**src/hdl/dtn_pkg.sv**
```systemverilog
// shared widths, unit constants and duration types for the duration normaliser
package dtn_pkg;

    localparam int FIELD_W = 21;

    localparam int MS_PER_SEC   = 1000;
    localparam int SEC_PER_MIN  = 60;
    localparam int MIN_PER_HOUR = 60;
    localparam int HOUR_PER_DAY = 24;

    localparam int MS_W   = 10;
    localparam int SEC_W  = 6;
    localparam int MIN_W  = 6;
    localparam int HOUR_W = 5;

    // signed width of the carry chain values and of the carried day count
    localparam int CARRY_W = 23;

    localparam int MAG_W = 48;
    localparam int NUM_W = MAG_W + 1;

    localparam int PIPE_DEPTH = 9;

    typedef struct packed {
        logic                      neg;
        logic signed [FIELD_W-1:0] day;
        logic signed [FIELD_W-1:0] hour;
        logic signed [FIELD_W-1:0] minute;
        logic signed [FIELD_W-1:0] second;
        logic signed [FIELD_W-1:0] milli;
    } dur_t;

    localparam int DUR_W = $bits(dur_t);
    localparam int IN_W  = ((2 * DUR_W + 7) / 8) * 8;

    // floor-normalised fields before the sign fold
    typedef struct packed {
        logic signed [CARRY_W-1:0] day;
        logic [HOUR_W-1:0]         hour;
        logic [MIN_W-1:0]          minute;
        logic [SEC_W-1:0]          second;
        logic [MS_W-1:0]           milli;
    } carry_t;

    localparam int OUT_BITS = 1 + FIELD_W + HOUR_W + MIN_W + SEC_W + MS_W + 3 + NUM_W + MAG_W;
    localparam int OUT_W    = ((OUT_BITS + 7) / 8) * 8;

endpackage

```
**src/hdl/dtn_total.sv**
```systemverilog
// five-stage pipeline that folds one raw duration into a signed millisecond total
module dtn_total (
    input  logic                              aclk,
    input  logic [dtn_pkg::PIPE_DEPTH-1:0]    en,
    input  dtn_pkg::dur_t                     dur,
    output logic                              neg,
    output logic [dtn_pkg::MAG_W-1:0]         mag
);
    import dtn_pkg::*;

    localparam int P1_W = 27;
    localparam int P2_W = 33;
    localparam int P3_W = 39;

    logic                      neg1_reg, neg2_reg, neg3_reg, neg4_reg, neg5_reg;
    logic signed [P1_W-1:0]    p1_reg, p1_next;
    logic signed [P2_W-1:0]    p2_reg, p2_next;
    logic signed [P3_W-1:0]    p3_reg, p3_next;
    logic signed [NUM_W-1:0]   p4_reg, p4_next;
    logic [MAG_W-1:0]          mag5_reg, mag5_next;
    logic signed [FIELD_W-1:0] min1_reg, sec1_reg, sec2_reg, ms1_reg, ms2_reg, ms3_reg;

    assign p1_next = P1_W'($signed(dur.day)) * P1_W'(HOUR_PER_DAY)
                   + P1_W'($signed(dur.hour));
    assign p2_next = P2_W'(p1_reg) * P2_W'(MIN_PER_HOUR) + P2_W'(min1_reg);
    assign p3_next = P3_W'(p2_reg) * P3_W'(SEC_PER_MIN) + P3_W'(sec2_reg);
    assign p4_next = NUM_W'(p3_reg) * NUM_W'(MS_PER_SEC) + NUM_W'(ms3_reg);
    assign mag5_next = p4_reg[NUM_W-1] ? MAG_W'(NUM_W'(0) - p4_reg) : MAG_W'(p4_reg);

    always_ff @(posedge aclk) begin
        if (en[0]) begin
            p1_reg   <= p1_next;
            neg1_reg <= dur.neg;
            min1_reg <= dur.minute;
            sec1_reg <= dur.second;
            ms1_reg  <= dur.milli;
        end
        if (en[1]) begin
            p2_reg   <= p2_next;
            neg2_reg <= neg1_reg;
            sec2_reg <= sec1_reg;
            ms2_reg  <= ms1_reg;
        end
        if (en[2]) begin
            p3_reg   <= p3_next;
            neg3_reg <= neg2_reg;
            ms3_reg  <= ms2_reg;
        end
        if (en[3]) begin
            p4_reg   <= p4_next;
            neg4_reg <= neg3_reg;
        end
        if (en[4]) begin
            mag5_reg <= mag5_next;
            // a negative total flips the flag
            neg5_reg <= neg4_reg ^ p4_reg[NUM_W-1];
        end
    end

    assign neg = neg5_reg;
    assign mag = mag5_reg;

endmodule

```
**config.mk**
```make
export PLATFORM = sky130hd
export DESIGN_NAME = dtn_total
export DESIGN_NICKNAME = d
export VERILOG_FILES = /design/src/hdl/dtn_pkg.sv /design/src/hdl/dtn_total.sv
export SDC_FILE = /design/constraint.sdc
export NUM_CORES = 1
export LEC_CHECK = 0
export ABC_AREA = 1
export ABC_CLOCK_PERIOD_IN_PS = 15670
export BUFFER_PORTS_ARGS = -buffer_cell sky130_fd_sc_hd__buf_2
export CORE_MARGIN = 1.5
export CORE_UTILIZATION = 30
export DETAILED_ROUTE_END_ITERATION = 7
export GPL_ROUTABILITY_DRIVEN = 0
export REMOVE_ABC_BUFFERS = 1
export SETUP_SLACK_MARGIN = 0.4
export SLEW_MARGIN = 20
export SYNTH_ARGS = -nofsm -noshare
export SYNTH_HDL_FRONTEND = slang
export SYNTH_SLANG_ARGS = --single-unit
```
**constraint.sdc**
```tcl
create_clock -name aclk -period 15.67 [get_ports aclk]
set_clock_uncertainty 0.15 [all_clocks]
set_input_delay 0.7835 -clock aclk [delete_from_list [all_inputs] [get_ports aclk]]
set_output_delay 0.7835 -clock aclk [all_outputs]
set_load 0.005 [all_outputs]
```
==> summary.md <==
| Metric | Value |
|---|---|
| Clock sinks | `327` |
| Sequential Area | `0.00982 sq mm` |
| Crit-path leading delay family | `adder cells` |
| Initial antenna violation count | `2` |
| Area of the core | `0.126 sq mm` |
| Drc violations | `0` |
| Period Utilization, post-route | `41.8%` |
| Number of H-tree levels | `2` |
| Max reg flops | `49` |
| Clk Latency, worst-skew pair | `0.60 ns` |
| Max cap viols | `0` |
| Top cell type by total area after synthesis | `edfxtp_1` |
| Die Ht | `359 um` |
| CTS tree | `done` |
| Synth Flop Type | `edfxtp_1` |
| CP startpoint | `p3_reg[33]$_DFFE_PP_` |
| Synthesized area | `0.0381 sq mm` |
| Most frequent cells in the layout | `inv_1, nand2_1, nor2_1` |
| Distinct cell type count after synthesis | `52` |
| Area growth, synth to finish | `10.8%` |
| Fin area | `0.0422 sq mm` |
| Fin. max-slew vios | `0` |
| CP dominant cell by count | `nand2_1` |
| Final-report hold violation count | `0` |
| Clock transition at the registers of the reported paths | `0.06 ns` |
| Hold Path Class | `input pin to flop` |
| Worst path bufs/invs | `4` |
| Clk root buf | `clkbuf_16` |
| CTS resizes | `0` |
| Nature of the critical path endpoint | `flop` |
| IO Count | `165` |
| Via count | `31500` |
| Dpl cell area | `0.0410 sq mm` |
| Status | `finished clean` |
| Total Wirelength | `99800 um` |
| Setup violators final | `0` |
| Setup TNS Final | `0 ns` |
| Worst Tran Pin Value | `1.04 ns` |
| Slew margin rel. | `30.8%` |
| WL/cell | `14.9 um` |
| GR Overflow Total | `0` |
| Detail Route Antenna Nets | `0` |
| DRT Pass-1 Iters | `6` |
| Gr usage total | `15.1%` |
| Vias in the first global route | `30300` |
| Syn avg cell area | `7.90 sq um` |
| Synth Instances | `4819` |
| Post-CTS Hold Buffers | `0` |
| Die width | `359 um` |
| RSZ-0062 raised after global routing | `no` |
| Postcts setup bufs | `0` |
| Synth area leaders | `edfxtp_1, ha_1, fa_1, inv_1, nand2_1` |
| Share of the synthesized area in the top cell type | `25.8%` |
| Fill cells | `13300` |
| Share of layout cells above drive strength 1 | `5.87%` |
| First-pass GRT wire length | `159000 um` |
| Critical path launch point type | `flop` |
| DR iter-0 viols | `2119` |
| Die ar. | `0.129 sq mm` |
| Reg-to-reg startpoint | `p3_reg[33]$_DFFE_PP_` |
| Largest net degree at the start of global routing | `70` |
| Most common cell after layout, fill and taps aside | `inv_1` |
| Worst path slowest cell | `fa_1` |
| Nets | `5836` |
| Initial Util | `30.3%` |
| Yosys Warn Count | `0` |
| Synthesis-stage register bit count | `327` |
| Worst path max stage delay | `0.59 ns` |
| Worst Path Arrival | `6.72 ns` |
| CTS buffer count | `38` |
| Critical Path Fanout Max | `6` |
| DP Cell Count | `6628` |
| Tmin final | `6.55 ns` |
| Port Buffer Count | `160` |
| Final Instance Count excl. Fillers | `6697` |
| # rows | `130` |
| Critical path required time | `15.84 ns` |
| Area of the multi-input gates | `0.0242 sq mm` |
| Longest Clk Path Bufs | `3` |
| Achievable clock frequency | `153 MHz` |
| Hold Path Origin | `dur[65]` |
| Layout Utilization | `33.6%` |
| Vias/cell | `4.71` |
| Crit path kind | `flop to flop` |
| Ys async rst share | `0%` |
| Number of enable flip-flop cells after synthesis | `327` |
| Post-detail-place hpwl | `85400 um` |
| Seq/Total Area, Yosys | `25.8%` |
-- kinds of logic after synthesis --
logic type	after synthesis	synth area share (%)
compound gates	644	9.48
fa+ha+maj	702	28.3
flops	327	25.8
simple gates	1815	20.0
xor+xnor	256	5.89
buf+inv	1075	10.6
-- worst paths after layout --
path,end,cells past startpoint,slack (ns)
max,p4_reg[48]$_DFFE_PP_,26,9.12
max reg2reg,p4_reg[48]$_DFFE_PP_,26,9.12
min reg2reg,sec2_reg[9]$_DFFE_PP_,0,0.26
min,p1_reg[2]$_DFFE_PP_,1,0.20
-- cell type report --
| cell class | count | area share (%) |
|---|---|---|
| tap | 1650 | 4.89 |
| timing repair buffer | 165 | 2.00 |
| clock buffer | 44 | 2.31 |
| sequential | 327 | 23.3 |
| antenna | 1 | 0.00593 |
| multi-input combinational | 3417 | 57.4 |
| inverter | 1069 | 9.51 |
| clock inverter | 24 | 0.602 |
-- per-stage QoR --
step                setup slack [ns]  hold WS [ns]
finish                          9.12         0.201
global route                    8.76         0.175
CTS                             9.15         0.158
detailed placement              9.21         0.255
global placement                9.19         0.252
floorplan                      10.29         0.250
-- cell usage after synthesis (all sizes together), types with 4 or more instances --
cell type and instances:
nand4 70, ha 438, or2 5, nand3b 9, o21ai 183, nor3 54
o21bai 40, fa 264, a21boi 15, edfxtp 327, nand3 202, nor2 467
clkbuf 4, nor4 12, inv 1069, a31oi 19, a21oi 322, a21o 41
nand2 990, o21a 13, xnor2 81, xor2 175
-- metal layers --
metal,track usage [%],vias to the layer above,routed length [um]
met5,0,-,0
met4,2.73,0,1730
met3,1.94,102,6030
met2,25.0,914,44700
met1,21.3,14700,47300
li1,-,15800,-
Power is left out: the tool's default activity adds up to more than one toggle a clock period on the data nets, which glitch-free logic cannot reach.
