### src/hdl/dtn_pkg.sv
// shared widths, unit constants and duration types for the duration normaliser
package dtn_pkg;

    localparam int FIELD_W = 21;

    localparam int MS_PER_SEC   = 1000;
    localparam int SEC_PER_MIN  = 60;
    localparam int MIN_PER_HOUR = 60;
    localparam int HOUR_PER_DAY = 24;

    localparam int MS_W   = 10;
    localparam int SEC_W  = 6;
    localparam int MIN_W  = 6;
    localparam int HOUR_W = 5;

    // signed width of the carry chain values and of the carried day count
    localparam int CARRY_W = 23;

    localparam int MAG_W = 48;
    localparam int NUM_W = MAG_W + 1;

    localparam int PIPE_DEPTH = 9;

    typedef struct packed {
        logic                      neg;
        logic signed [FIELD_W-1:0] day;
        logic signed [FIELD_W-1:0] hour;
        logic signed [FIELD_W-1:0] minute;
        logic signed [FIELD_W-1:0] second;
        logic signed [FIELD_W-1:0] milli;
    } dur_t;

    localparam int DUR_W = $bits(dur_t);
    localparam int IN_W  = ((2 * DUR_W + 7) / 8) * 8;

    // floor-normalised fields before the sign fold
    typedef struct packed {
        logic signed [CARRY_W-1:0] day;
        logic [HOUR_W-1:0]         hour;
        logic [MIN_W-1:0]          minute;
        logic [SEC_W-1:0]          second;
        logic [MS_W-1:0]           milli;
    } carry_t;

    localparam int OUT_BITS = 1 + FIELD_W + HOUR_W + MIN_W + SEC_W + MS_W + 3 + NUM_W + MAG_W;
    localparam int OUT_W    = ((OUT_BITS + 7) / 8) * 8;

endpackage

### src/hdl/dtn_carry.sv
// eight-stage upward carry chain with floor remainders at 1000, 60, 60 and 24
module dtn_carry (
    input  logic                            aclk,
    input  logic [dtn_pkg::PIPE_DEPTH-1:0]  en,
    input  dtn_pkg::dur_t                   dur,
    output dtn_pkg::carry_t                 carry
);
    import dtn_pkg::*;

    // floor division by reciprocal: values are biased positive below 2^24
    localparam int BIASED_W    = 24;
    localparam int RECIP_W     = 31;
    localparam int RECIP_SHIFT = 34;
    localparam int QUOT_W      = 21;
    localparam int BIAS_SPAN   = 1 << 22;

    localparam int K_MS  = (BIAS_SPAN + MS_PER_SEC - 1) / MS_PER_SEC;
    localparam int K_SEC = (BIAS_SPAN + SEC_PER_MIN - 1) / SEC_PER_MIN;
    localparam int K_MIN = (BIAS_SPAN + MIN_PER_HOUR - 1) / MIN_PER_HOUR;
    localparam int K_HR  = (BIAS_SPAN + HOUR_PER_DAY - 1) / HOUR_PER_DAY;

    localparam logic [BIASED_W-1:0] BIAS_MS  = BIASED_W'(K_MS * MS_PER_SEC);
    localparam logic [BIASED_W-1:0] BIAS_SEC = BIASED_W'(K_SEC * SEC_PER_MIN);
    localparam logic [BIASED_W-1:0] BIAS_MIN = BIASED_W'(K_MIN * MIN_PER_HOUR);
    localparam logic [BIASED_W-1:0] BIAS_HR  = BIASED_W'(K_HR * HOUR_PER_DAY);

    localparam logic [63:0] RECIP_ONE = 64'd1 << RECIP_SHIFT;
    localparam logic [RECIP_W-1:0] RECIP_MS  =
        RECIP_W'((RECIP_ONE + 64'(MS_PER_SEC) - 64'd1) / 64'(MS_PER_SEC));
    localparam logic [RECIP_W-1:0] RECIP_SEC =
        RECIP_W'((RECIP_ONE + 64'(SEC_PER_MIN) - 64'd1) / 64'(SEC_PER_MIN));
    localparam logic [RECIP_W-1:0] RECIP_MIN =
        RECIP_W'((RECIP_ONE + 64'(MIN_PER_HOUR) - 64'd1) / 64'(MIN_PER_HOUR));
    localparam logic [RECIP_W-1:0] RECIP_HR  =
        RECIP_W'((RECIP_ONE + 64'(HOUR_PER_DAY) - 64'd1) / 64'(HOUR_PER_DAY));

    function automatic logic [BIASED_W-1:0] biased(input logic signed [CARRY_W-1:0] x,
                                                   input logic [BIASED_W-1:0] bias);
        return BIASED_W'(x) + bias;
    endfunction

    function automatic logic [QUOT_W-1:0] quot(input logic [BIASED_W-1:0] u,
                                               input logic [RECIP_W-1:0] recip);
        logic [BIASED_W+RECIP_W-1:0] prod;
        prod = (BIASED_W+RECIP_W)'(u) * (BIASED_W+RECIP_W)'(recip);
        return prod[RECIP_SHIFT +: QUOT_W];
    endfunction

    function automatic logic [BIASED_W-1:0] remain(input logic [BIASED_W-1:0] u,
                                                   input logic [QUOT_W-1:0] q,
                                                   input logic [BIASED_W-1:0] divisor);
        return u - BIASED_W'(q) * divisor;
    endfunction

    // next field plus floor quotient, bias taken back out
    function automatic logic signed [CARRY_W-1:0] carry_in(
        input logic signed [FIELD_W-1:0] x, input logic [QUOT_W-1:0] q, input int k);
        return CARRY_W'(x) + CARRY_W'(q) - CARRY_W'(k);
    endfunction

    logic [BIASED_W-1:0]       u0_reg, u1_reg, u2_reg, u3_reg;
    logic [BIASED_W-1:0]       u0_next, u1_next, u2_next, u3_next;
    logic [QUOT_W-1:0]         q0_reg, q1_reg, q2_reg, q3_reg;
    logic signed [CARRY_W-1:0] xs2_reg, xm4_reg, xh6_reg;
    logic signed [CARRY_W-1:0] xs2_next, xm4_next, xh6_next, day8_next;
    logic [MS_W-1:0]           ms_rem_next;
    logic [SEC_W-1:0]          sec_rem_next;
    logic [MIN_W-1:0]          min_rem_next;
    logic [HOUR_W-1:0]         hr_rem_next;
    logic [MS_W-1:0]           rms2_reg, rms3_reg, rms4_reg, rms5_reg, rms6_reg, rms7_reg;
    logic [SEC_W-1:0]          rs4_reg, rs5_reg, rs6_reg, rs7_reg;
    logic [MIN_W-1:0]          rm6_reg, rm7_reg;
    logic signed [FIELD_W-1:0] day1_reg, day2_reg, day3_reg, day4_reg, day5_reg;
    logic signed [FIELD_W-1:0] day6_reg, day7_reg;
    logic signed [FIELD_W-1:0] hour1_reg, hour2_reg, hour3_reg, hour4_reg, hour5_reg;
    logic signed [FIELD_W-1:0] min1_reg, min2_reg, min3_reg, sec1_reg;
    carry_t                    carry_reg;

    assign u0_next      = biased(CARRY_W'($signed(dur.milli)), BIAS_MS);
    assign ms_rem_next  = MS_W'(remain(u0_reg, q0_reg, BIASED_W'(MS_PER_SEC)));
    assign xs2_next     = carry_in(sec1_reg, q0_reg, K_MS);
    assign u1_next      = biased(xs2_reg, BIAS_SEC);
    assign sec_rem_next = SEC_W'(remain(u1_reg, q1_reg, BIASED_W'(SEC_PER_MIN)));
    assign xm4_next     = carry_in(min3_reg, q1_reg, K_SEC);
    assign u2_next      = biased(xm4_reg, BIAS_MIN);
    assign min_rem_next = MIN_W'(remain(u2_reg, q2_reg, BIASED_W'(MIN_PER_HOUR)));
    assign xh6_next     = carry_in(hour5_reg, q2_reg, K_MIN);
    assign u3_next      = biased(xh6_reg, BIAS_HR);
    assign hr_rem_next  = HOUR_W'(remain(u3_reg, q3_reg, BIASED_W'(HOUR_PER_DAY)));
    assign day8_next    = carry_in(day7_reg, q3_reg, K_HR);

    always_ff @(posedge aclk) begin
        if (en[0]) begin
            u0_reg    <= u0_next;
            q0_reg    <= quot(u0_next, RECIP_MS);
            day1_reg  <= dur.day;
            hour1_reg <= dur.hour;
            min1_reg  <= dur.minute;
            sec1_reg  <= dur.second;
        end
        if (en[1]) begin
            rms2_reg  <= ms_rem_next;
            xs2_reg   <= xs2_next;
            day2_reg  <= day1_reg;
            hour2_reg <= hour1_reg;
            min2_reg  <= min1_reg;
        end
        if (en[2]) begin
            u1_reg    <= u1_next;
            q1_reg    <= quot(u1_next, RECIP_SEC);
            rms3_reg  <= rms2_reg;
            day3_reg  <= day2_reg;
            hour3_reg <= hour2_reg;
            min3_reg  <= min2_reg;
        end
        if (en[3]) begin
            rs4_reg   <= sec_rem_next;
            xm4_reg   <= xm4_next;
            rms4_reg  <= rms3_reg;
            day4_reg  <= day3_reg;
            hour4_reg <= hour3_reg;
        end
        if (en[4]) begin
            u2_reg    <= u2_next;
            q2_reg    <= quot(u2_next, RECIP_MIN);
            rms5_reg  <= rms4_reg;
            rs5_reg   <= rs4_reg;
            day5_reg  <= day4_reg;
            hour5_reg <= hour4_reg;
        end
        if (en[5]) begin
            rm6_reg   <= min_rem_next;
            xh6_reg   <= xh6_next;
            rms6_reg  <= rms5_reg;
            rs6_reg   <= rs5_reg;
            day6_reg  <= day5_reg;
        end
        if (en[6]) begin
            u3_reg    <= u3_next;
            q3_reg    <= quot(u3_next, RECIP_HR);
            rms7_reg  <= rms6_reg;
            rs7_reg   <= rs6_reg;
            rm7_reg   <= rm6_reg;
            day7_reg  <= day6_reg;
        end
        if (en[7]) begin
            carry_reg.day    <= day8_next;
            carry_reg.hour   <= hr_rem_next;
            carry_reg.minute <= rm7_reg;
            carry_reg.second <= rs7_reg;
            carry_reg.milli  <= rms7_reg;
        end
    end

    assign carry = carry_reg;

endmodule

### config.mk
export PLATFORM = sky130hd
export DESIGN_NAME = dtn_carry
export DESIGN_NICKNAME = d
export VERILOG_FILES = /design/src/hdl/dtn_pkg.sv /design/src/hdl/dtn_carry.sv
export SDC_FILE = /design/constraint.sdc
export NUM_CORES = 2
export LEC_CHECK = 0
export BUFFER_PORTS_ARGS = -buffer_cell sky130_fd_sc_hd__clkbuf_2
export CAP_MARGIN = 25
export CORE_UTILIZATION = 50
export CTS_CLUSTER_DIAMETER = 200
export DETAILED_ROUTE_END_ITERATION = 7
export PLACE_DENSITY = 0.66
export SKIP_CTS_REPAIR_TIMING = 1
export SYNTH_ARGS = -nofsm -noshare
export SYNTH_HDL_FRONTEND = slang
export SYNTH_SLANG_ARGS = --single-unit
### constraint.sdc
create_clock -name aclk -period 8.8 [get_ports aclk]
set_input_delay 0 -clock aclk [delete_from_list [all_inputs] [get_ports aclk]]
set_output_delay 0 -clock aclk [all_outputs]
set_load 0.05 [all_outputs]
==> metrics <==
CP max stage cell fa_2; io pins 166; max_slew headroom 0.2441; total number of vias 31,770; Setup CP Type reg -> reg; port bufs 163; WL final 104.6 mm; worst hold-check path type in -> reg; Register-to-Register Setup Slack 530 ps; library cells used by synthesis 78; initial antenna violation count 4; CTS tree built; worst path required time 9180 ps; Worst path top cell family by delay adder cells; post-synthesis adder-cell area fraction 0.4124; antenna viol nets, final 0; final hold vios 0; Avg WL per Cell 16.56 um; syn_area_per_cell 11.94 sq um; Worst-path clk slew 60 ps; Total GRT Usage 0.1993; Max-Cap Viols 0; sequential area share after synthesis 0.3632; DRC violation count after routing 0; Initial Util 0.5076; area grow syn2layout 11.69%; die width 329.8 um; Post-synth EDFFs 650; layout cell share with drive strength beyond 1 0.07207; leading cell type in the layout, fill and taps excluded inv_1; CP max FO 6; xor/xnor share of the synthesized area 0.03961; Simple-Gate Fraction of Synth Area 0.04205; most frequent cells in the layout 1,204 x inv_1, 971 x ha_1, 650 x edfxtp_1, 497 x fa_1, 156 x clkbuf_2; mapped cell area 53,740 sq um; Worst-Skew Late Latency 630 ps; CP peak stage delay 690 ps; Buf/Inv on CP 5; top_reg_cell synth edfxtp_1; vias in the first global route 33,080; fin nets 6,457; complex-gate fraction of the synthesized area 0.05809; antenna cells 0; Startpoint Class flop; CTS Buf Count 73; Slew Limit Fails 0; most frequent CP cell fa_1; Syn. warnings 0; Setup-failing EPs final 0; status finished, final reports clean; worst slew pin tran 1128 ps; CTS Root Cell clkbuf_16; Synth async-reset ratio 0; row count 119; DR pass1 iterations 5; htree depth 3; clock skew 34.35 ps; post-route worst setup slack 526.8 ps; largest family of logic cells by synthesized area adder cells; max FFs per register 50; fmax 120.9 MHz; Placer Congestion 0.9204; Final HPWL DP 84.72 mm; Longest Clk Path Bufs 3; Syn Inst Count 4,501; Die Y-Extent 329.8 um; mux share of post-synthesis cell area 0.0003958; Yosys reg bits 650; drt first-iter violations 1,507; first-pass GRT wire length 169.9 mm; largest net degree at the start of global routing 63; Worst setup EP type flop; GRT overflow 0; Place WS 270.9 ps; Clock Sinks 650; post-layout min period 8273 ps; syn_nets 6,088; core area 105,900 sq um; vias per cell 5.029; crit path DAT 8660 ps; Tcrit/Tclk final 0.9401; die area 108,800 sq um
==> Yosys cell counts (3+ instances only) <==
master / count / area (sq um)
nor3_1: 47 / 235.2
nor4_1: 9 / 56.30
and4_1: 3 / 26.28
a31oi_1: 14 / 87.58
fa_1: 500 / 10010
edfxtp_1: 650 / 19520
o2111ai_1: 3 / 26.28
a31o_2: 5 / 43.79
nand2b_1: 10 / 62.56
a21boi_0: 6 / 45.04
and3_1: 31 / 193.9
nor4b_1: 3 / 26.28
xor2_1: 89 / 779.5
or4_1: 3 / 22.52
nand3_1: 49 / 245.2
a211o_1: 9 / 78.83
ha_1: 971 / 12150
o21ba_2: 3 / 30.03
o21ai_0: 80 / 400.4
inv_1: 1205 / 4523
nand2_1: 103 / 386.6
xnor2_1: 154 / 1349
a221o_1: 5 / 50.05
nor2_1: 119 / 446.7
or2_2: 5 / 31.28
o41ai_1: 6 / 52.55
nand4_1: 24 / 150.1
and2_1: 9 / 56.30
nor3b_1: 4 / 30.03
or3_1: 15 / 93.84
o211ai_1: 13 / 97.59
a21oi_1: 146 / 730.7
a21o_1: 60 / 450.4
o31ai_1: 5 / 37.54
o21a_1: 27 / 202.7
a211oi_1: 19 / 142.6
nor2b_1: 16 / 100.1
o21bai_1: 23 / 172.7
o21ai_1: 5 / 25.02
==> final timing paths <==
check | cells after the start | startpoint | end
worst max-delay path | 28 | xh6_reg[3] | q3_reg[11]
worst min-delay path | 4 | dur[20] | q0_reg[12]
worst max register to register | 28 | xh6_reg[3] | q3_reg[11]
worst min register to register | 0 | min2_reg[15] | min3_reg[15]
==> worst reg2reg max path, delay by kind of cell, from the launching register on <==
kind                       cells  cell delay (ps)
and+or+nand+nor                6             1150
AOI/OAI and AO/OA              6             1260
DFF                            1              460
xor gates and xnor gates       2              310
buffers and inverters          5              590
adders and majority gates      9             4260
==> routing by layer <==
layer  up-vias  routed length [um]  global-route usage  part of all wire
li1      15660                   -                   -                 -
met1     15420               48600              0.2756              0.46
met2       555               49150              0.3286              0.47
met3       140                4171             0.02648             0.040
met4         0                2653             0.05717             0.025
met5         -                   0                   0                 0
==> per-stage QoR <==
stage | utilization | setup TNS (ps) | area (sq um) | instances | hold WS (ps)
after floorplan | - | 0 | 53740 | 4501 | 98.87
after global placement | 0.5347 | 0 | 56610 | 6089 | 177.1
after detailed placement | 0.5347 | 0 | 56610 | 6089 | 178.6
after CTS | 0.5572 | 0 | 58990 | 6220 | -523.0
after global routing | 0.5669 | -37.20 | 60020 | 6317 | 30.06
final | 0.5669 | 0 | 60020 | 6317 | 8.704
==> cell type report <==
cell class	count	area, sq um
Fill cell	8710	45850
Clock inverter	47	510.5
Multi-Input combinational cell	2645	29780
Tap cell	1391	1740
Timing Repair Buffer	295	2071
Sequential cell	650	19520
Inverter	1205	4527
Clock buffer	84	1868
==> cells by family after synthesis <==
group | Yosys count
xor+xnor | 243
simple gates | 459
buf+inv | 1206
flops | 650
compound gates | 470
mux | 2
fa+ha+maj | 1471
Power is left out: the tool's default activity adds up to more than one toggle a clock period on the data nets, which glitch-free logic cannot reach.
